--- src/rtl/xterm_key_sequence_encoder_unit_macros.svh ---
// Assertion macros shared by the key sequence encoder modules.
// Expects signals clk and arst_n in the scope of every use.
`ifndef XTERM_KEY_SEQUENCE_ENCODER_UNIT_MACROS_SVH
`define XTERM_KEY_SEQUENCE_ENCODER_UNIT_MACROS_SVH

// property holds at every clock edge outside reset
`define KSE_ASSERT(label, prop, msg) \
	label: assert property (@(posedge clk) disable iff (!arst_n) (prop)) else $error(msg);

// antecedent in one cycle implies consequent in the next
`define KSE_ASSERT_NEXT(label, ante, cons, msg) \
	label: assert property (@(posedge clk) disable iff (!arst_n) (ante) |=> (cons)) \
		else $error(msg);

`endif

--- src/rtl/kse_pkg.sv ---
// Package for the xterm key sequence encoder: codes, byte constants, queue types.
// No dependencies; used by kse_front, kse_queue, kse_back and the top level.
`default_nettype none

package kse_pkg;

	// text handling
	localparam int MAX_TEXT_BYTES = 4;
	localparam int TEXT_CAP       = (MAX_TEXT_BYTES < 4) ? MAX_TEXT_BYTES : 4;

	// sequence buffer: longest is ESC [ 2 4 ; 8 ~
	localparam int SEQ_MAX = 7;
	localparam int LEN_W   = $clog2(SEQ_MAX + 1);
	localparam int IDX_W   = $clog2(SEQ_MAX);

	// queue between front and back
	localparam int QUEUE_DEPTH = 2;
	localparam int QPTR_W      = (QUEUE_DEPTH > 1) ? $clog2(QUEUE_DEPTH) : 1;
	localparam int QCNT_W      = $clog2(QUEUE_DEPTH + 1);

	// key codes
	localparam logic [4:0] KEY_CHAR   = 5'd0;
	localparam logic [4:0] KEY_ENTER  = 5'd1;
	localparam logic [4:0] KEY_TAB    = 5'd2;
	localparam logic [4:0] KEY_BKSP   = 5'd3;
	localparam logic [4:0] KEY_ESCAPE = 5'd4;
	localparam logic [4:0] KEY_UP     = 5'd5;
	localparam logic [4:0] KEY_LEFT   = 5'd8;
	localparam logic [4:0] KEY_HOME   = 5'd9;
	localparam logic [4:0] KEY_END    = 5'd10;
	localparam logic [4:0] KEY_PGUP   = 5'd11;
	localparam logic [4:0] KEY_PGDN   = 5'd12;
	localparam logic [4:0] KEY_DELETE = 5'd13;
	localparam logic [4:0] KEY_INSERT = 5'd14;
	localparam logic [4:0] KEY_F1     = 5'd15;
	localparam logic [4:0] KEY_F4     = 5'd18;
	localparam logic [4:0] KEY_F5     = 5'd19;
	localparam logic [4:0] KEY_F12    = 5'd26;

	// key actions
	localparam logic [1:0] ACT_PRESS  = 2'd0;
	localparam logic [1:0] ACT_REPEAT = 2'd1;

	// modifier bits
	localparam int MOD_SHIFT = 0;
	localparam int MOD_ALT   = 1;
	localparam int MOD_CTRL  = 2;
	localparam logic [3:0] MODS_SHIFT_ONLY = 4'b0001;

	// bytes
	localparam logic [7:0] CH_ESC   = 8'h1b;
	localparam logic [7:0] CH_CR    = 8'h0d;
	localparam logic [7:0] CH_TAB   = 8'h09;
	localparam logic [7:0] CH_DEL   = 8'h7f;
	localparam logic [7:0] CH_CSI   = 8'h5b; // '['
	localparam logic [7:0] CH_SS3   = 8'h4f; // 'O'
	localparam logic [7:0] CH_SEMI  = 8'h3b;
	localparam logic [7:0] CH_TILDE = 8'h7e;
	localparam logic [7:0] CH_ZERO  = 8'h30;
	localparam logic [7:0] CH_ONE   = 8'h31;
	localparam logic [7:0] CH_Z     = 8'h5a;
	localparam logic [7:0] CH_A     = 8'h41;
	localparam logic [7:0] CH_P     = 8'h50;
	localparam logic [7:0] CH_H     = 8'h48;
	localparam logic [7:0] CH_F     = 8'h46;
	localparam logic [7:0] CH_AT    = 8'h40;
	localparam logic [7:0] CH_US    = 8'h5f; // '_'
	localparam logic [7:0] CH_LA    = 8'h61;
	localparam logic [7:0] CH_LZ    = 8'h7a;
	localparam logic [7:0] CH_SPACE = 8'h20;
	localparam logic [7:0] CTRL_MASK = 8'h1f;

	// one queued sequence
	typedef struct packed {
		logic [SEQ_MAX-1:0][7:0] bytes;
		logic [LEN_W-1:0]        len;
	} seq_t;

	// number in the CSI n~ form for the tilde keys
	function automatic logic [4:0] tilde_code(input logic [4:0] key);
		logic [4:0] v;
		v = 5'd0;
		unique case (key)
			KEY_PGUP:   v = 5'd5;
			KEY_PGDN:   v = 5'd6;
			KEY_DELETE: v = 5'd3;
			KEY_INSERT: v = 5'd2;
			5'd19:      v = 5'd15;
			5'd20:      v = 5'd17;
			5'd21:      v = 5'd18;
			5'd22:      v = 5'd19;
			5'd23:      v = 5'd20;
			5'd24:      v = 5'd21;
			5'd25:      v = 5'd23;
			5'd26:      v = 5'd24;
			default:    v = 5'd0;
		endcase
		return v;
	endfunction

endpackage

`default_nettype wire

--- src/rtl/kse_if.sv ---
// Channel interfaces: key events in, sequence bytes out, valid/ready handshake.
// Does not depend on kse_pkg; widths are the fixed field widths.
`default_nettype none

interface kse_key_if;
	logic        valid;
	logic        ready;
	logic [4:0]  key_code;
	logic [3:0]  modifier_bits;
	logic [1:0]  key_action;
	logic [2:0]  text_length;
	logic [31:0] text_bytes;

	modport source (output valid, key_code, modifier_bits, key_action, text_length,
		text_bytes, input ready);
	modport sink (input valid, key_code, modifier_bits, key_action, text_length,
		text_bytes, output ready);
endinterface

interface kse_byte_if;
	logic       valid;
	logic       ready;
	logic [7:0] out_byte;
	logic       last_byte;

	modport source (output valid, out_byte, last_byte, input ready);
	modport sink (input valid, out_byte, last_byte, output ready);
endinterface

`default_nettype wire

--- src/rtl/kse_front.sv ---
// Front end: registers a key event, classifies it and builds its byte sequence.
// Depends on kse_pkg and kse_key_if; pushes complete sequences to kse_queue.
`default_nettype none

module kse_front (
	input  wire logic        clk,
	input  wire logic        arst_n,
	kse_key_if.sink          key_event,
	input  wire logic        app_mode,
	input  wire logic        q_full,
	output kse_pkg::seq_t    push_seq,
	output logic             push
);
	import kse_pkg::*;

	logic        valid_s1;
	logic [4:0]  key_s1;
	logic [3:0]  mods_s1;
	logic [1:0]  action_s1;
	logic [2:0]  tlen_s1;
	logic [31:0] text_s1;

	logic        emit;
	logic        advance;
	seq_t        seq;

	// request moves on when queued, or drops when it makes no bytes
	assign advance         = valid_s1 && (!emit || !q_full);
	assign push            = valid_s1 && emit && !q_full;
	assign push_seq        = seq;
	assign key_event.ready = !valid_s1 || advance;

	// input stage
	always_ff @(posedge clk or negedge arst_n) begin
		if (!arst_n) begin
			valid_s1 <= 1'b0;
		end else if (key_event.ready) begin
			valid_s1 <= key_event.valid;
		end
	end

	always_ff @(posedge clk) begin
		if (key_event.ready && key_event.valid) begin
			key_s1    <= key_event.key_code;
			mods_s1   <= key_event.modifier_bits;
			action_s1 <= key_event.key_action;
			tlen_s1   <= key_event.text_length;
			text_s1   <= key_event.text_bytes;
		end
	end

	// classify and build the sequence
	always_comb begin
		logic [3:0]      mod_p;
		logic [2:0]      tlen_c;
		logic [3:0][7:0] body;
		logic [2:0]      blen;
		logic            use_meta;
		logic            letter;
		logic            tilde;
		logic            ss3;
		logic [7:0]      fin;
		logic [4:0]      tcode;
		logic [4:0]      ones;
		logic [2:0]      pos;

		mod_p    = 4'({1'b0, mods_s1[MOD_CTRL], mods_s1[MOD_ALT], mods_s1[MOD_SHIFT]} + 4'd1);
		tlen_c   = (tlen_s1 > 3'(TEXT_CAP)) ? 3'(TEXT_CAP) : tlen_s1;
		body     = '0;
		blen     = '0;
		use_meta = 1'b0;
		letter   = 1'b0;
		tilde    = 1'b0;
		ss3      = 1'b0;
		fin      = '0;
		tcode    = '0;
		ones     = '0;
		pos      = '0;
		seq      = '0;
		emit     = 1'b0;

		if (action_s1 == ACT_PRESS || action_s1 == ACT_REPEAT) begin
			priority if (key_s1 == KEY_CHAR) begin
				for (int i = 0; i < TEXT_CAP; i++) begin
					body[i] = text_s1[8*i +: 8];
				end
				// ctrl folds a single character in @ to _, a to z or space to a control byte
				if (mods_s1[MOD_CTRL] && tlen_c == 3'd1) begin
					if ((body[0] >= CH_AT && body[0] <= CH_US) ||
						(body[0] >= CH_LA && body[0] <= CH_LZ) || body[0] == CH_SPACE) begin
						body[0] = body[0] & CTRL_MASK;
					end
				end
				blen     = tlen_c;
				use_meta = (tlen_c != 3'd0);
			end else if (key_s1 == KEY_ENTER) begin
				body[0]  = CH_CR;
				blen     = 3'd1;
				use_meta = 1'b1;
			end else if (key_s1 == KEY_TAB) begin
				if (mods_s1 == MODS_SHIFT_ONLY) begin
					seq.bytes[0] = CH_ESC;
					seq.bytes[1] = CH_CSI;
					seq.bytes[2] = CH_Z;
					seq.len      = LEN_W'(3);
					emit         = 1'b1;
				end else begin
					body[0]  = CH_TAB;
					blen     = 3'd1;
					use_meta = 1'b1;
				end
			end else if (key_s1 == KEY_BKSP) begin
				body[0]  = CH_DEL;
				blen     = 3'd1;
				use_meta = 1'b1;
			end else if (key_s1 == KEY_ESCAPE) begin
				body[0]  = CH_ESC;
				blen     = 3'd1;
				use_meta = 1'b1;
			end else if (key_s1 >= KEY_UP && key_s1 <= KEY_LEFT) begin
				letter = 1'b1;
				ss3    = app_mode;
				fin    = 8'(CH_A + {3'd0, key_s1 - KEY_UP});
			end else if (key_s1 == KEY_HOME) begin
				letter = 1'b1;
				fin    = CH_H;
			end else if (key_s1 == KEY_END) begin
				letter = 1'b1;
				fin    = CH_F;
			end else if (key_s1 >= KEY_PGUP && key_s1 <= KEY_INSERT) begin
				tilde = 1'b1;
			end else if (key_s1 >= KEY_F1 && key_s1 <= KEY_F4) begin
				letter = 1'b1;
				ss3    = 1'b1;
				fin    = 8'(CH_P + {3'd0, key_s1 - KEY_F1});
			end else if (key_s1 >= KEY_F5 && key_s1 <= KEY_F12) begin
				tilde = 1'b1;
			end else begin
				emit = 1'b0;
			end
		end

		// text-like keys, with ESC in front under alt
		if (use_meta) begin
			if (mods_s1[MOD_ALT]) begin
				seq.bytes[0] = CH_ESC;
				pos          = 3'd1;
			end
			for (int i = 0; i < 4; i++) begin
				if (3'(i) < blen) begin
					seq.bytes[pos + 3'(i)] = body[i];
				end
			end
			seq.len = LEN_W'(pos + blen);
			emit    = 1'b1;
		end

		// ESC O x, ESC [ x or ESC [ 1 ; p x
		if (letter) begin
			seq.bytes[0] = CH_ESC;
			if (mod_p == 4'd1) begin
				seq.bytes[1] = ss3 ? CH_SS3 : CH_CSI;
				seq.bytes[2] = fin;
				seq.len      = LEN_W'(3);
			end else begin
				seq.bytes[1] = CH_CSI;
				seq.bytes[2] = CH_ONE;
				seq.bytes[3] = CH_SEMI;
				seq.bytes[4] = 8'(CH_ZERO + {4'd0, mod_p});
				seq.bytes[5] = fin;
				seq.len      = LEN_W'(6);
			end
			emit = 1'b1;
		end

		// ESC [ n ~ or ESC [ n ; p ~
		if (tilde) begin
			tcode        = tilde_code(key_s1);
			seq.bytes[0] = CH_ESC;
			seq.bytes[1] = CH_CSI;
			pos          = 3'd2;
			if (tcode >= 5'd20) begin
				seq.bytes[pos] = 8'(CH_ZERO + 8'd2);
				pos            = pos + 3'd1;
				ones           = tcode - 5'd20;
			end else if (tcode >= 5'd10) begin
				seq.bytes[pos] = CH_ONE;
				pos            = pos + 3'd1;
				ones           = tcode - 5'd10;
			end else begin
				ones = tcode;
			end
			seq.bytes[pos] = 8'(CH_ZERO + {3'd0, ones});
			pos            = pos + 3'd1;
			if (mod_p != 4'd1) begin
				seq.bytes[pos]         = CH_SEMI;
				seq.bytes[pos + 3'd1]  = 8'(CH_ZERO + {4'd0, mod_p});
				pos                    = pos + 3'd2;
			end
			seq.bytes[pos] = CH_TILDE;
			seq.len        = LEN_W'(pos + 3'd1);
			emit           = 1'b1;
		end
	end

endmodule

`default_nettype wire

--- src/rtl/kse_queue.sv ---
// Short queue of built sequences between the front end and the serializer.
// Depends on kse_pkg for seq_t and the depth; macros from the project header.
`default_nettype none

module kse_queue (
	input  wire logic          clk,
	input  wire logic          arst_n,
	input  wire logic          push,
	input  wire kse_pkg::seq_t push_seq,
	input  wire logic          pop,
	output logic               full,
	output logic               head_valid,
	output kse_pkg::seq_t      head
);
	import kse_pkg::*;

`include "xterm_key_sequence_encoder_unit_macros.svh"

	seq_t              entry_q [QUEUE_DEPTH];
	logic [QPTR_W-1:0] wr_ptr_q;
	logic [QPTR_W-1:0] rd_ptr_q;
	logic [QCNT_W-1:0] count_q;

	assign full       = (count_q == QCNT_W'(QUEUE_DEPTH));
	assign head_valid = (count_q != '0);
	assign head       = entry_q[rd_ptr_q];

	// storage
	always_ff @(posedge clk) begin
		if (push) begin
			entry_q[wr_ptr_q] <= push_seq;
		end
	end

	// pointers and fill level
	always_ff @(posedge clk or negedge arst_n) begin
		if (!arst_n) begin
			wr_ptr_q <= '0;
			rd_ptr_q <= '0;
			count_q  <= '0;
		end else begin
			if (push) begin
				wr_ptr_q <= (wr_ptr_q == QPTR_W'(QUEUE_DEPTH - 1)) ? '0 : wr_ptr_q + QPTR_W'(1);
			end
			if (pop) begin
				rd_ptr_q <= (rd_ptr_q == QPTR_W'(QUEUE_DEPTH - 1)) ? '0 : rd_ptr_q + QPTR_W'(1);
			end
			if (push && !pop) begin
				count_q <= count_q + QCNT_W'(1);
			end else if (pop && !push) begin
				count_q <= count_q - QCNT_W'(1);
			end
		end
	end

	`KSE_ASSERT(a_no_overflow, !(push && full), "push into a full queue")
	`KSE_ASSERT(a_no_underflow, !(pop && !head_valid), "pop from an empty queue")
	`KSE_ASSERT(a_count_range, count_q <= QCNT_W'(QUEUE_DEPTH), "queue count out of range")
	`KSE_ASSERT(a_ptr_match, (count_q == '0 || full) |-> (wr_ptr_q == rd_ptr_q), "queue pointers disagree with fill level")

endmodule

`default_nettype wire

--- src/rtl/kse_back.sv ---
// Back end: walks the head sequence of the queue and sends it one byte per request.
// Depends on kse_pkg and kse_byte_if; macros from the project header.
`default_nettype none

module kse_back (
	input  wire logic          clk,
	input  wire logic          arst_n,
	input  wire logic          head_valid,
	input  wire kse_pkg::seq_t head,
	output logic               pop,
	kse_byte_if.source         seq_byte
);
	import kse_pkg::*;

`include "xterm_key_sequence_encoder_unit_macros.svh"

	logic             out_valid_q;
	logic [7:0]       out_byte_q;
	logic             last_q;
	logic [IDX_W-1:0] idx_q;

	logic load;
	logic take;
	logic is_last;

	// output register refills when empty or taken
	assign load    = !out_valid_q || seq_byte.ready;
	assign take    = load && head_valid;
	assign is_last = (LEN_W'(idx_q) + LEN_W'(1)) == head.len;
	assign pop     = take && is_last;

	assign seq_byte.valid     = out_valid_q;
	assign seq_byte.out_byte  = out_byte_q;
	assign seq_byte.last_byte = last_q;

	// control
	always_ff @(posedge clk or negedge arst_n) begin
		if (!arst_n) begin
			out_valid_q <= 1'b0;
			idx_q       <= '0;
		end else begin
			if (load) begin
				out_valid_q <= head_valid;
			end
			if (take) begin
				idx_q <= is_last ? '0 : idx_q + IDX_W'(1);
			end
		end
	end

	// payload
	always_ff @(posedge clk) begin
		if (take) begin
			out_byte_q <= head.bytes[idx_q];
			last_q     <= is_last;
		end
	end

	`KSE_ASSERT(a_idx_in_seq, head_valid |-> (LEN_W'(idx_q) < head.len), "byte index past end of sequence")
	`KSE_ASSERT(a_idx_idle, !head_valid |-> (idx_q == '0), "byte index moved with no sequence")
	`KSE_ASSERT(a_no_empty_seq, head_valid |-> (head.len != '0), "empty sequence queued")
	`KSE_ASSERT_NEXT(a_last_on_pop, pop, out_valid_q && last_q, "sequence popped without marking its last byte")

endmodule

`default_nettype wire

--- src/rtl/xterm_key_sequence_encoder_unit.sv ---
// Top level of the xterm key sequence encoder: config register, front end, queue, back end.
// Depends on kse_pkg, kse_if, kse_front, kse_queue and kse_back.
`default_nettype none

// Takes one key event per request and sends the bytes a legacy xterm-style terminal
// sends for it, one byte per output request, with last_byte set on the final byte.
// Releases, key codes above KEY_F12 and empty text send nothing. The front end
// registers an event and builds its whole sequence combinationally, then hands it
// to a two-entry queue; a new event can be taken every cycle while the queue has
// room. The back end sends one byte per cycle from the queue head while the output
// is ready; a sequence has 1 to 7 bytes, ESC [ 2 4 ; 8 ~ being the longest, and
// that serializer sets the sustained rate. An event passes the input register, a
// queue entry and the output register on its way out. cfg_wdata written under cfg_we
// sets cursor application mode (reset 0); write it only while the block is idle.
module xterm_key_sequence_encoder_unit (
	input  wire logic clk,
	input  wire logic arst_n,
	kse_key_if.sink   key_event,
	kse_byte_if.source seq_byte,
	input  wire logic cfg_we,
	input  wire logic cfg_wdata
);
	import kse_pkg::*;

	logic app_mode_q;
	logic q_full;
	logic push;
	logic pop;
	logic head_valid;
	seq_t push_seq;
	seq_t head;

	// cursor application mode register
	always_ff @(posedge clk or negedge arst_n) begin
		if (!arst_n) begin
			app_mode_q <= 1'b0;
		end else if (cfg_we) begin
			app_mode_q <= cfg_wdata;
		end
	end

	kse_front u_front (
		.clk       (clk),
		.arst_n    (arst_n),
		.key_event (key_event),
		.app_mode  (app_mode_q),
		.q_full    (q_full),
		.push_seq  (push_seq),
		.push      (push)
	);

	kse_queue u_queue (
		.clk        (clk),
		.arst_n     (arst_n),
		.push       (push),
		.push_seq   (push_seq),
		.pop        (pop),
		.full       (q_full),
		.head_valid (head_valid),
		.head       (head)
	);

	kse_back u_back (
		.clk        (clk),
		.arst_n     (arst_n),
		.head_valid (head_valid),
		.head       (head),
		.pop        (pop),
		.seq_byte   (seq_byte)
	);

endmodule

`default_nettype wire
--- src/flat_wrapper.sv ---
// flat-port wrapper written by rule: the top's interface ports become plain ports
module xterm_key_sequence_encoder_unit_flat import kse_pkg::*;
  (clk, arst_n, cfg_we, cfg_wdata, key_event_valid, key_event_key_code, key_event_modifier_bits, key_event_key_action, key_event_text_length, key_event_text_bytes, key_event_ready, seq_byte_valid, seq_byte_out_byte, seq_byte_last_byte, seq_byte_ready);
  kse_key_if key_event_i ();
  kse_byte_if seq_byte_i ();
  input  wire logic clk;
  input  wire logic arst_n;
  input  wire logic cfg_we;
  input  wire logic cfg_wdata;
  input wire logic [$bits(key_event_i.valid)-1:0] key_event_valid;
  input wire logic [$bits(key_event_i.key_code)-1:0] key_event_key_code;
  input wire logic [$bits(key_event_i.modifier_bits)-1:0] key_event_modifier_bits;
  input wire logic [$bits(key_event_i.key_action)-1:0] key_event_key_action;
  input wire logic [$bits(key_event_i.text_length)-1:0] key_event_text_length;
  input wire logic [$bits(key_event_i.text_bytes)-1:0] key_event_text_bytes;
  output wire logic [$bits(key_event_i.ready)-1:0] key_event_ready;
  output wire logic [$bits(seq_byte_i.valid)-1:0] seq_byte_valid;
  output wire logic [$bits(seq_byte_i.out_byte)-1:0] seq_byte_out_byte;
  output wire logic [$bits(seq_byte_i.last_byte)-1:0] seq_byte_last_byte;
  input wire logic [$bits(seq_byte_i.ready)-1:0] seq_byte_ready;
  assign key_event_i.valid = key_event_valid;
  assign key_event_i.key_code = key_event_key_code;
  assign key_event_i.modifier_bits = key_event_modifier_bits;
  assign key_event_i.key_action = key_event_key_action;
  assign key_event_i.text_length = key_event_text_length;
  assign key_event_i.text_bytes = key_event_text_bytes;
  assign key_event_ready = key_event_i.ready;
  assign seq_byte_valid = seq_byte_i.valid;
  assign seq_byte_out_byte = seq_byte_i.out_byte;
  assign seq_byte_last_byte = seq_byte_i.last_byte;
  assign seq_byte_i.ready = seq_byte_ready;
  xterm_key_sequence_encoder_unit u_core (.clk(clk), .arst_n(arst_n), .key_event(key_event_i), .seq_byte(seq_byte_i), .cfg_we(cfg_we), .cfg_wdata(cfg_wdata));
endmodule
--- config.mk ---
export PLATFORM = sky130hd
export DESIGN_NAME = xterm_key_sequence_encoder_unit_flat
export DESIGN_NICKNAME = d
export VERILOG_FILES = /design/src/rtl/kse_pkg.sv /design/src/rtl/kse_if.sv /design/src/rtl/kse_front.sv /design/src/rtl/kse_queue.sv /design/src/rtl/kse_back.sv /design/src/rtl/xterm_key_sequence_encoder_unit.sv /design/src/flat_wrapper.sv
export VERILOG_INCLUDE_DIRS = /design/src /design/src/rtl
export SDC_FILE = /design/constraint.sdc
export NUM_CORES = 1
export LEC_CHECK = 0
export ABC_AREA = 0
export BUFFER_PORTS_ARGS = -buffer_cell sky130_fd_sc_hd__buf_2
export CAP_MARGIN = 20
export CELL_PAD_IN_SITES_DETAIL_PLACEMENT = 1
export CELL_PAD_IN_SITES_GLOBAL_PLACEMENT = 1
export CORE_ASPECT_RATIO = 1.75
export CORE_UTILIZATION = 45
export CTS_CLUSTER_DIAMETER = 60
export DETAILED_ROUTE_END_ITERATION = 7
export HOLD_SLACK_MARGIN = 0.12
export PLACE_DENSITY = 0.75
export SYNTH_ARGS = -nofsm -noshare
export SYNTH_HDL_FRONTEND = slang
export SYNTH_SLANG_ARGS = --single-unit
export TNS_END_PERCENT = 50
--- constraint.sdc ---
create_clock -name clk -period 21.1 [get_ports clk]
set_clock_uncertainty 0.2 [all_clocks]
set_input_delay 2.11 -clock clk [delete_from_list [all_inputs] [get_ports clk]]
set_output_delay 2.11 -clock clk [all_outputs]
set_load 0.02 [all_outputs]
# Word-level counts from Yosys, hierarchy flattened
# Memories as Yosys holds them, arrays and structs flattened. A register that Yosys moved wholly into a read port is not among the register bits.
# Index checks and enable logic that the tools add are counted.
# Widths: inputs -> output; s select.
[totals] reg_bits=65 ram_bits=118 mem_bits_ro=160 in_bits=52 out_inout_bits=11 wordCells=279 memories=2
[classes] n_addsub=22 n_lt_le_gt_ge=36 eq_ne=14 mux=145 bitwise=6 reduce_logical=40
[memory_table] name="(no name shown)" depth=32 word_bits=5 rd=1 rd_clocked_by_memory_dff=1 write_ports=0 line="kse_pkg.sv:83" text="unique case (key)"
[memory_table] name="u_core.u_queue.entry_q" depth=2 word_bits=59 rd=1 rd_clocked_by_memory_dff=0 write_ports=1 line="kse_queue.sv:19" text="seq_t entry_q [QUEUE_DEPTH];"
[op_table] cell="$mux 56" n=9
[op_table] cell="$bwmux 56" n=6
[op_table] cell="$mux 8" n=30
[op_table] cell="$demux 8 s3" n=8
[op_table] cell="$mux 26" n=5
[op_table] cell="$mux 59" n=2
[op_table] cell="$mux 1" n=57
[op_table] cell="$mux 51" n=1
[op_table] cell="$mux 24" n=2
[op_table] cell="$or 42x42->42" n=1
[op_table] cell="$lt 3x4->1 const B" n=9
[op_table] cell="$mux 5" n=7
[op_table] cell="$or 35x35->35" n=1
[op_table] cell="$mux 3" n=11
[op_table] cell="$mux 32" n=1
[op_table] cell="$bmux 8 s3" n=1
[op_table] cell="$ge 3x1->1 const B" n=8
[op_table] cell="$logic_and 1x1->1" n=23
[op_table] cell="$and 21x21->21" n=1
[op_table] cell="$not 21->21" n=1
[op_table] cell="$add 7x5->8 const A" n=2
[op_table] cell="$ge 8x7->1 const B" n=2
[op_table] cell="$le 8x7->1 const B" n=2
[op_table] cell="$mux 16" n=1
[op_table] cell="other kinds (42)" n=72

# Longest topological paths before layout
# Gate-level depths: netlist of run 1.
[logic_depth] depth_word=36 ltp_mapped=17

# Cells and area by module
# Synthesis of run 1 repeated with hierarchy kept, for this count alone.
[unflattened] cells_unflattened=769 hier_area_um2=9853.2
[by_module_without_submodules] mod="kse_queue" n_inst=1 cells_per_inst=200 area_per_inst_um2=4749.6
[by_module_without_submodules] mod="kse_front" n_inst=1 cells_per_inst=478 area_per_inst_um2=4087.7
[by_module_without_submodules] mod="kse_back" n_inst=1 cells_per_inst=89 area_per_inst_um2=975.9
[by_module_without_submodules] mod="xterm_key_sequence_encoder_unit" n_inst=1 cells_per_inst=2 area_per_inst_um2=40.0

# Least setup slack after synthesis of run 1
# No wires, ideal clock.
[synth_path] path_kind="register to register" from="reg u_core.u_front.key_s1[0]" to="mem u_core.u_queue.entry_q[0][0] (netlist bit), enable pin" setup_ps=523 t_arrival_ps=5947 slack_ps=14430 path_stages_with_launch=12 n_path_buf=2 path_cell_list="edfxtp_1 > buf_2 > inv_1 > ha_1 > inv_1 > a2111oi_2 > a21oi_1 > or2_2 > clkbuf_1 > nor2_2 > o21ai_0 > nor3_1"
[synth_between] elab_chain_len=19
[synth_rtl] item="from (decl)" line="kse_front.sv:17" text="logic [4:0] key_s1;"
[synth_rtl] item="from (signal assigned)" line="kse_front.sv:44" text="key_s1 <= key_event.key_code;"
[synth_rtl] item="$ge 5x4->1 (tied with other cells)" line="kse_front.sv:132" text="end else if (key_s1 >= KEY_F1 && key_s1 <= KEY_F4) begin"
[synth_rtl] item="$logic_and 1x1->1, on equally long branches" line="kse_front.sv:132, kse_front.sv:136"
[synth_rtl] item="$mux 1, on equally long branches" line="kse_front.sv:132, kse_front.sv:136"
[synth_rtl] item="$mux 1, on equally long branches" line="kse_front.sv:130, kse_front.sv:132"
[synth_rtl] item="$mux 1, on equally long branches" line="kse_front.sv:127, kse_front.sv:130"
[synth_rtl] item="$mux 1, on equally long branches" line="kse_front.sv:124, kse_front.sv:127"
[synth_rtl] item="$mux 1, on equally long branches" line="kse_front.sv:120, kse_front.sv:124"
[synth_rtl] item="$mux 1, on equally long branches" line="kse_front.sv:116, kse_front.sv:120"
[synth_rtl] item="[... 2 more ...]"
[synth_rtl] item="$mux 1, on equally long branches" line="kse_front.sv:96, kse_front.sv:100"
[synth_rtl] item="$mux 1, on equally long branches" line="kse_front.sv:83, kse_front.sv:96"
[synth_rtl] item="$mux 1, on equally long branches" line="kse_front.sv:82, kse_front.sv:83"
[synth_rtl] item="$mux 1, on equally long branches" line="kse_front.sv:159, kse_front.sv:82"
[synth_rtl] item="$mux 1 *" line="kse_front.sv:177" text="if (tilde) begin"
[synth_rtl] item="$logic_and 1x1->1 * (2 in series)" line="kse_front.sv:29" text="assign push = valid_s1 && emit && !q_full;"
[synth_rtl] item="$mux 1 *" line="kse_queue.sv:30" text="if (push) begin"
[synth_rtl] item="$mux 1 (not written as such) *" line="kse_queue.sv:31" text="entry_q[wr_ptr_q] <= push_seq;"
[synth_rtl] item="to (decl)" line="kse_queue.sv:19"
# Mark *: on every way between the ends. The rest lies on a longest branch, timed or not.

# Worst setup path in the final report of run 1
[layout_path] from="reg u_core.u_front.key_s1[1]" to="out key_event_ready"
[layout_between] elab_chain_len=19
[layout_rtl] item="$ge 5x4->1 (tied with other cells)" line="kse_front.sv:132"
[layout_rtl] item="$logic_and 1x1->1, on equally long branches" line="kse_front.sv:132, kse_front.sv:136"
[layout_rtl] item="$mux 1, on equally long branches" line="kse_front.sv:132, kse_front.sv:136"
[layout_rtl] item="$mux 1, on equally long branches" line="kse_front.sv:130, kse_front.sv:132"
[layout_rtl] item="$mux 1, on equally long branches" line="kse_front.sv:127, kse_front.sv:130"
[layout_rtl] item="$mux 1, on equally long branches" line="kse_front.sv:124, kse_front.sv:127"
[layout_rtl] item="$mux 1, on equally long branches" line="kse_front.sv:120, kse_front.sv:124"
[layout_rtl] item="$mux 1, on equally long branches" line="kse_front.sv:116, kse_front.sv:120"
[layout_rtl] item="[... 3 more ...]"
[layout_rtl] item="$mux 1, on equally long branches" line="kse_front.sv:83, kse_front.sv:96"
[layout_rtl] item="$mux 1, on equally long branches" line="kse_front.sv:82, kse_front.sv:83"
[layout_rtl] item="$mux 1, on equally long branches" line="kse_front.sv:159, kse_front.sv:82"
[layout_rtl] item="$mux 1 *" line="kse_front.sv:177"
[layout_rtl] item="$logic_not 1->1 *" line="kse_front.sv:28" text="assign advance = valid_s1 && (!emit || !q_full);"
[layout_rtl] item="$logic_or 1x1->1 *" line="kse_front.sv:28"
[layout_rtl] item="$logic_and 1x1->1 *" line="kse_front.sv:28"
[layout_rtl] item="$logic_or 1x1->1 *" line="kse_front.sv:31" text="assign key_event.ready = !valid_s1 || advance;"
[layout_rtl] item="to (decl)" line="flat_wrapper.sv:16" text="output wire logic [$bits(key_event_i.ready)-1:0] key_event_ready;"
# Marked as above.

==> flow_summary.ini, run 1 <==
[grt]
grt_overflow = 0
grt_pass1_wl_um = 35900
antenna_found_initial = 0
grt_pass1_vias = 6409
grt_usage_pct = 24.8
grt_max_degree = 60

[power]
p_seq_share_pct = 43.0
comb_power_share_pct = 32.0
p_sw_mw = 0.419
sw_frac_of_total_pct = 34.4
leakagePower_nw = 3.51
p_int_mw = 0.798
vdd_drop_max_uv = 75.0
pwr-share-clk_pct = 25.0
p_per_area_nw_per_um2 = 125

[worst_setup_path]
worstPathArrival_ns = 3.55
reg2reg_depth = 14
crit_path_start = u_core.u_front.key_s1[1]
crit_end = key_event_ready
cp-end-kind = output pin
critical_path_class = reg2out
cp_max_fo = 10
critPathLaunchType = register
cp.required_ns = 18.79
r2r_start = u_core.u_front.key_s1[1]
r2r_slack_ns = 16.49

[timing]
fin_crit_sh_pct = 27.8
max_freq_mhz = 171
period_minus_slack_ns = 5.86
setup_slack_ns = 15.24
slew_viol_final = 0
worst_slew_pin_slew_ns = 0.855
grt_setup_unrepaired = no
finalSetupTns_ns = 0
timing.slew.headroom_pct = 43.0
hold_viol_final = 0
setup_viol = 0

[synthesis]
ys_types = 72
syn_inst = 709
yosys_warnings = 0
yosysSeqAreaShare_pct = 58.1
syn_avg_cell_area_um2 = 12.2
synth-edff-count = 156
async_flop_share_pct = 5.85
ys.flop_type = edfxtp_1
netlist_area_um2 = 8670
ys_ff_latch = 171
syn-num-nets = 789

[clock_network]
cts_tree = built
cts_hold_buffers = 0
path_clk_slew_ns = 0.06
clock-sinks = 171
post-cts-setup-buffers = 0
cts-resized-gates = 0
clk_path_buf_depth = 2
clk_latency_ns = 0.44
cts-htree-levels = 4
root_buffer = clkbuf_16
cts_buffers = 17

[die]
die_area_um2 = 19800
rows = 66
die-height_um = 186
die_w_um = 107
io_pins = 63
core_um2 = 18700
initial_core_util_pct = 46.2

[route]
drtIter0Drc = 519
via_count = 6070
wirelength_um = 23000
detail-route-antenna-nets = 0
first_pass_iters = 5
routed_via_density = 5.99
avgRoutedWirePerCell_um = 22.7
drc = 0

[placed_design]
gp_congestion = 0.965
port_buffers = 61
placed_cells = 982
detailed_place_hpwl_um = 17700
dp_slack_ns = 15.69

[worst_hold_path]
hp-class = reg2reg

[layout]
antenna_cells = 0
utilization_pct = 52.1
syn_to_final_growth_pct = 12.6
layout_commonest_cell = edfxtp_1
drive_above_1_share_pct = 18.0
nNetsFinal = 843
final_cells = 1014
fill_cells = 1951
final_cell_mix = edfxtp_1 (156), nand2_1 (76), buf_2 (61)

[run_status]
status = finished clean

[flow_run]
maxCapViolCount = 0
[cell usage after synthesis (3+ instances only)]
| library cell | n | area share [%] |
|---|---|---|
| edfxtp_1 | 156 | 54 |
| nand2_1 | 76 | 3.3 |
| nor2_1 | 60 | 2.6 |
| o21ai_0 | 57 | 3.3 |
| a21oi_1 | 44 | 2.5 |
| ha_1 | 28 | 4.0 |
| mux4_2 | 23 | 6.0 |
| inv_1 | 21 | 0.91 |
| mux2i_1 | 19 | 2.2 |
| clkbuf_1 | 18 | 0.78 |
| nand3_1 | 15 | 0.87 |
| nor3_1 | 15 | 0.87 |
| o211ai_1 | 12 | 1.0 |
| dfrtp_1 | 10 | 2.9 |
| or3_1 | 9 | 0.65 |
| a31oi_1 | 8 | 0.58 |
| xnor2_1 | 8 | 0.81 |
| xor2_1 | 7 | 0.71 |
| a22oi_1 | 6 | 0.52 |
| and3_1 | 6 | 0.43 |
| buf_1 | 6 | 0.26 |
| buf_2 | 6 | 0.35 |
| nand2b_1 | 6 | 0.43 |
| a211oi_1 | 5 | 0.43 |
| a32oi_1 | 5 | 0.51 |
| dfxtp_1 | 5 | 1.2 |
| and2_1 | 4 | 0.29 |
| o22ai_1 | 4 | 0.29 |
| o31ai_1 | 4 | 0.35 |
| a21boi_0 | 3 | 0.26 |
| a21o_1 | 3 | 0.26 |
| mux2_2 | 3 | 0.39 |
| nor2b_1 | 3 | 0.22 |
| o21a_1 | 3 | 0.26 |
| o21ai_1 | 3 | 0.17 |
| o221ai_1 | 3 | 0.30 |
| or2_2 | 3 | 0.22 |
[worst min path at each step]
stage	cells past startpoint	slack, ns	from	end
global placement	2	0.27	u_core.u_back.seq_byte.valid	u_core.u_back.seq_byte.valid
floorplan	1	0.26	u_core.u_queue.wr_ptr_q	u_core.u_queue.wr_ptr_q
finish	2	0.29	u_core.u_back.seq_byte.valid	u_core.u_back.seq_byte.valid
global route	2	0.33	u_core.u_back.seq_byte.valid	u_core.u_back.seq_byte.valid
detailed placement	2	0.29	u_core.u_back.seq_byte.valid	u_core.u_back.seq_byte.valid
CTS	2	0.30	u_core.u_back.seq_byte.valid	u_core.u_back.seq_byte.valid
[state kept, by name, indices dropped and copies added, names as in the netlist, named ones only]
register,flops
u_core.u_front.tlen_s1,3
u_core.u_front.text_s1,32
u_core.u_queue.wr_ptr_q,1
u_core.u_queue.count_q,2
u_core.u_back.idx_q,3
u_core.u_back.seq_byte.last_byte,1
u_core.u_back.seq_byte.valid,1
u_core.u_queue.entry_q,102
u_core.u_queue.rd_ptr_q,1
u_core.u_front.valid_s1,1
u_core.u_front.mods_s1,4
u_core.u_front.action_s1,1
u_core.u_back.seq_byte.out_byte,8
u_core.u_front.key_s1,5
u_core.app_mode_q,1
[critical path, cell delays in order, from the launching register on]
cell       delay [ns]
edfxtp_1         0.53
inv_1            0.28
ha_1             0.41
inv_1            0.09
a2111oi_2        0.43
a21oi_1          0.20
or2_2            0.38
nor2_2           0.36
o211ai_1         0.23
buf_2            0.21
[logic make-up (layout without fill, tap and decap cells)]
logic type / Yosys count / after routing / share of synthesized area (%)
AO/OA/AOI/OAI: 180 / 180 / 13.2
adder cells (fa/ha/maj): 29 / 29 / 4.17
XOR/XNOR: 15 / 15 / 1.52
AND/OR/NAND/NOR: 210 / 210 / 11.2
multiplexers: 47 / 47 / 8.98
flip-flops: 171 / 171 / 58.1
buffers and inverters: 57 / 124 / 2.81
[power by group through the flow]
| stage | combinational, mW | clock, mW | sequential (mW) |
|---|---|---|---|
| 2_1_floorplan | 0.279 | 0 | 0.515 |
| 3_3_place_gp | 0.375 | 0 | 0.524 |
| 3_5_place_dp | 0.393 | 0 | 0.530 |
| 4_1_cts | 0.395 | 0.310 | 0.523 |
| 5_1_grt | 0.427 | 0.321 | 0.531 |
| 6_report | 0.390 | 0.305 | 0.523 |
[area by class of cell]
| cell class | instances | area [um^2] | area share [%] |
|---|---|---|---|
| clock buffers | 22 | 454 | 4.65 |
| clock inverters | 10 | 116 | 1.19 |
| inverters | 23 | 86.3 | 0.884 |
| multi-input cells | 481 | 3400 | 34.8 |
| flip-flops and latches | 171 | 5030 | 51.6 |
| well taps | 238 | 298 | 3.05 |
| repair buffers | 69 | 378 | 3.87 |
[per-layer routing]
layer / global-route usage [%] / vias to the layer above / wire, um
li1: - / 2795 / -
met1: 25.5 / 3040 / 8230
met2: 46.4 / 175 / 12900
met3: 4.38 / 60 / 659
met4: 14.1 / 0 / 1170
met5: 0 / - / 0
[metrics by stage]
stage	hold WS [ns]	total power [mW]	instance area (um^2)
global route	0.326	1.28	9760
global placement	0.274	0.899	9170
floorplan	0.256	0.794	8670
CTS	0.303	1.23	9760
detailed placement	0.286	0.923	9190
finish	0.294	1.22	9760
Power figures use the tool's default switching activity.
==> inputs of run 2 (changes only) <==
PLACE_DENSITY = 0.78   (was 0.75)
clock period = 5.15 ns   (was 21.1 ns; I/O delays follow)
==> run 2 against run 1 <==
Via count up 4.0%. Sequential power increased to 4.1 times the previous value. First-iteration DRC count fell by 35%. Utilization is 2.5 points higher. Critical path type is now reg2reg. Highest routed layer unchanged.
==> flow_summary.ini, run 2 (same netlist as run 1, synthesis figures left out) <==
[worst_setup_path]
critical_path_class = reg2reg
reg2reg_depth = 11
crit_family = compound AO/OA/AOI/OAI gates
cp_max_fo = 19
cp.required_ns = 5.31
slowest_stage = o31ai_4
cpPeakStageDelay_ns = 0.66
worstPathArrival_ns = 4.59
cp-end-kind = register
path_depth = 11
cp_num_buf_inv = 2
critPathLaunchType = register
path_cells = inv_1 > ha_1 > or2_2 > o21ai_0 > a31oi_1 > o21a_1 > o31ai_4 > buf_4 > mux2_2 > or3_1 > o21ai_1

[layout]
antenna_cells = 0
top_register = u_core.u_queue.entry_q
layout_commonest_cell = edfxtp_1
largest_register_ffs = 102
regArea_um2 = 5030
fill_cells = 1966
final_cell_mix = edfxtp_1 (156), nand2_1 (76), buf_2 (61)
final_cells = 1062
multi_input_area_um2 = 3400
nNetsFinal = 891
drive_above_1_share_pct = 17.4
syn_to_final_growth_pct = 18.1

[timing]
max_freq_mhz = 226
slew_viol_final = 0
finalSetupTns_ns = 0
setup_viol = 0
worst_slew_pin_slew_ns = 0.926
period_minus_slack_ns = 4.43
grt_setup_unrepaired = no
hold_viol_final = 0
timing.slew.headroom_pct = 38.2
fin_crit_sh_pct = 86.0

[die]
core_um2 = 18700
die_area_um2 = 19800
rows = 66
die_w_um = 107
initial_core_util_pct = 46.2
die-height_um = 186
io_pins = 63

[flow_run]
maxCapViolCount = 0

[worst_hold_path]
min_path_cells = 2
hp-class = in2reg

[route]
routed_via_density = 5.94
wirelength_um = 24800
detail-route-antenna-nets = 0
first_pass_iters = 5
avgRoutedWirePerCell_um = 23.3
drtIter0Drc = 339
via_count = 6310
drc = 0

[grt]
grt_pass1_wl_um = 38200
grt_max_degree = 52
grt_usage_pct = 26.5
antenna_found_initial = 0
grt_pass1_vias = 6765
grt_overflow = 0

[clock_network]
path_clk_slew_ns = 0.06
cts-htree-levels = 4
cts_buffers = 17
clk_path_buf_depth = 2
post-cts-setup-buffers = 0
root_buffer = clkbuf_16
cts_tree = built
clock-sinks = 171
clk_latency_ns = 0.43

[power]
vdd_drop_max_uv = 363
total_power_mw = 5.06
leakagePower_nw = 3.72
p_per_area_nw_per_um2 = 494

[run_status]
status = finished clean

[placed_design]
detailed_place_hpwl_um = 18300
port_buffers = 61
gp_congestion = 0.951
placed_cells = 985
run 2: cell types whose count changed in the layout (fill, tap and decap cells not counted), sizes merged:
cell         change
clkinv           -1
clkinvlp         -1
buf              +3
clkbuf           +3
dlygate4sd3     +45
inv              -1
run 2: report_power, final:
| part | switching, mW | internal, mW |
|---|---|---|
| logic | 0.998 | 0.645 |
| clock network | 0.506 | 0.739 |
| registers | 0.243 | 1.93 |
| total | 1.75 | 3.31 |
run 2: path summary, 6_finish.rpt:
path	startpoint	end	slack (ns)
hold / removal	cfg_we	u_core.app_mode_q	0.14
min in group asynchronous	arst_n	u_core.u_back.idx_q[2]	0.28
max in group asynchronous	arst_n	u_core.app_mode_q	4.27
setup reg to reg	u_core.u_front.key_s1[0]	register	0.72
hold reg to reg	u_core.u_back.seq_byte.valid	u_core.u_back.seq_byte.valid	0.31
setup / recovery	u_core.u_front.key_s1[0]	register	0.72
run 2: cell type report:
class                           count  share of cell area [%]
Clock buffer                       25                    4.64
Clock inverter                      7                   0.892
Inverter                           23                   0.843
Multi-Input combinational cell    481                    33.2
Sequential cell                   171                    49.2
Tap cell                          238                    2.91
Timing Repair Buffer              117                    8.31
run 2: per-layer routing:
layer | vias up | share of wire [%] | GRT usage (%)
met5 | - | 0 | 0
met4 | 0 | 6.3 | 17.9
met3 | 74 | 2.6 | 3.68
met2 | 168 | 56 | 49.4
met1 | 3178 | 35 | 27.1
li1 | 2890 | - | -
run 2: what timing repair did:
| action | in CTS | in global routing |
|---|---|---|
| gates resized for setup | 0 | 0 |
| hold endpoints to repair | 54 | 0 |
| hold buffers | 45 | 0 |
run 2: stage by stage:
stage,hold slack (ns),util [%],setup WS [ns],cell area [um^2]
after CTS,0.123,54.6,0.727,10200
after floorplan,0.0194,-,0.0251,8670
final,0.137,54.6,0.722,10200
after detailed placement,0.202,49.2,0.752,9220
after global placement,0.188,49.2,0.965,9220
after global routing,0.135,54.6,0.469,10200
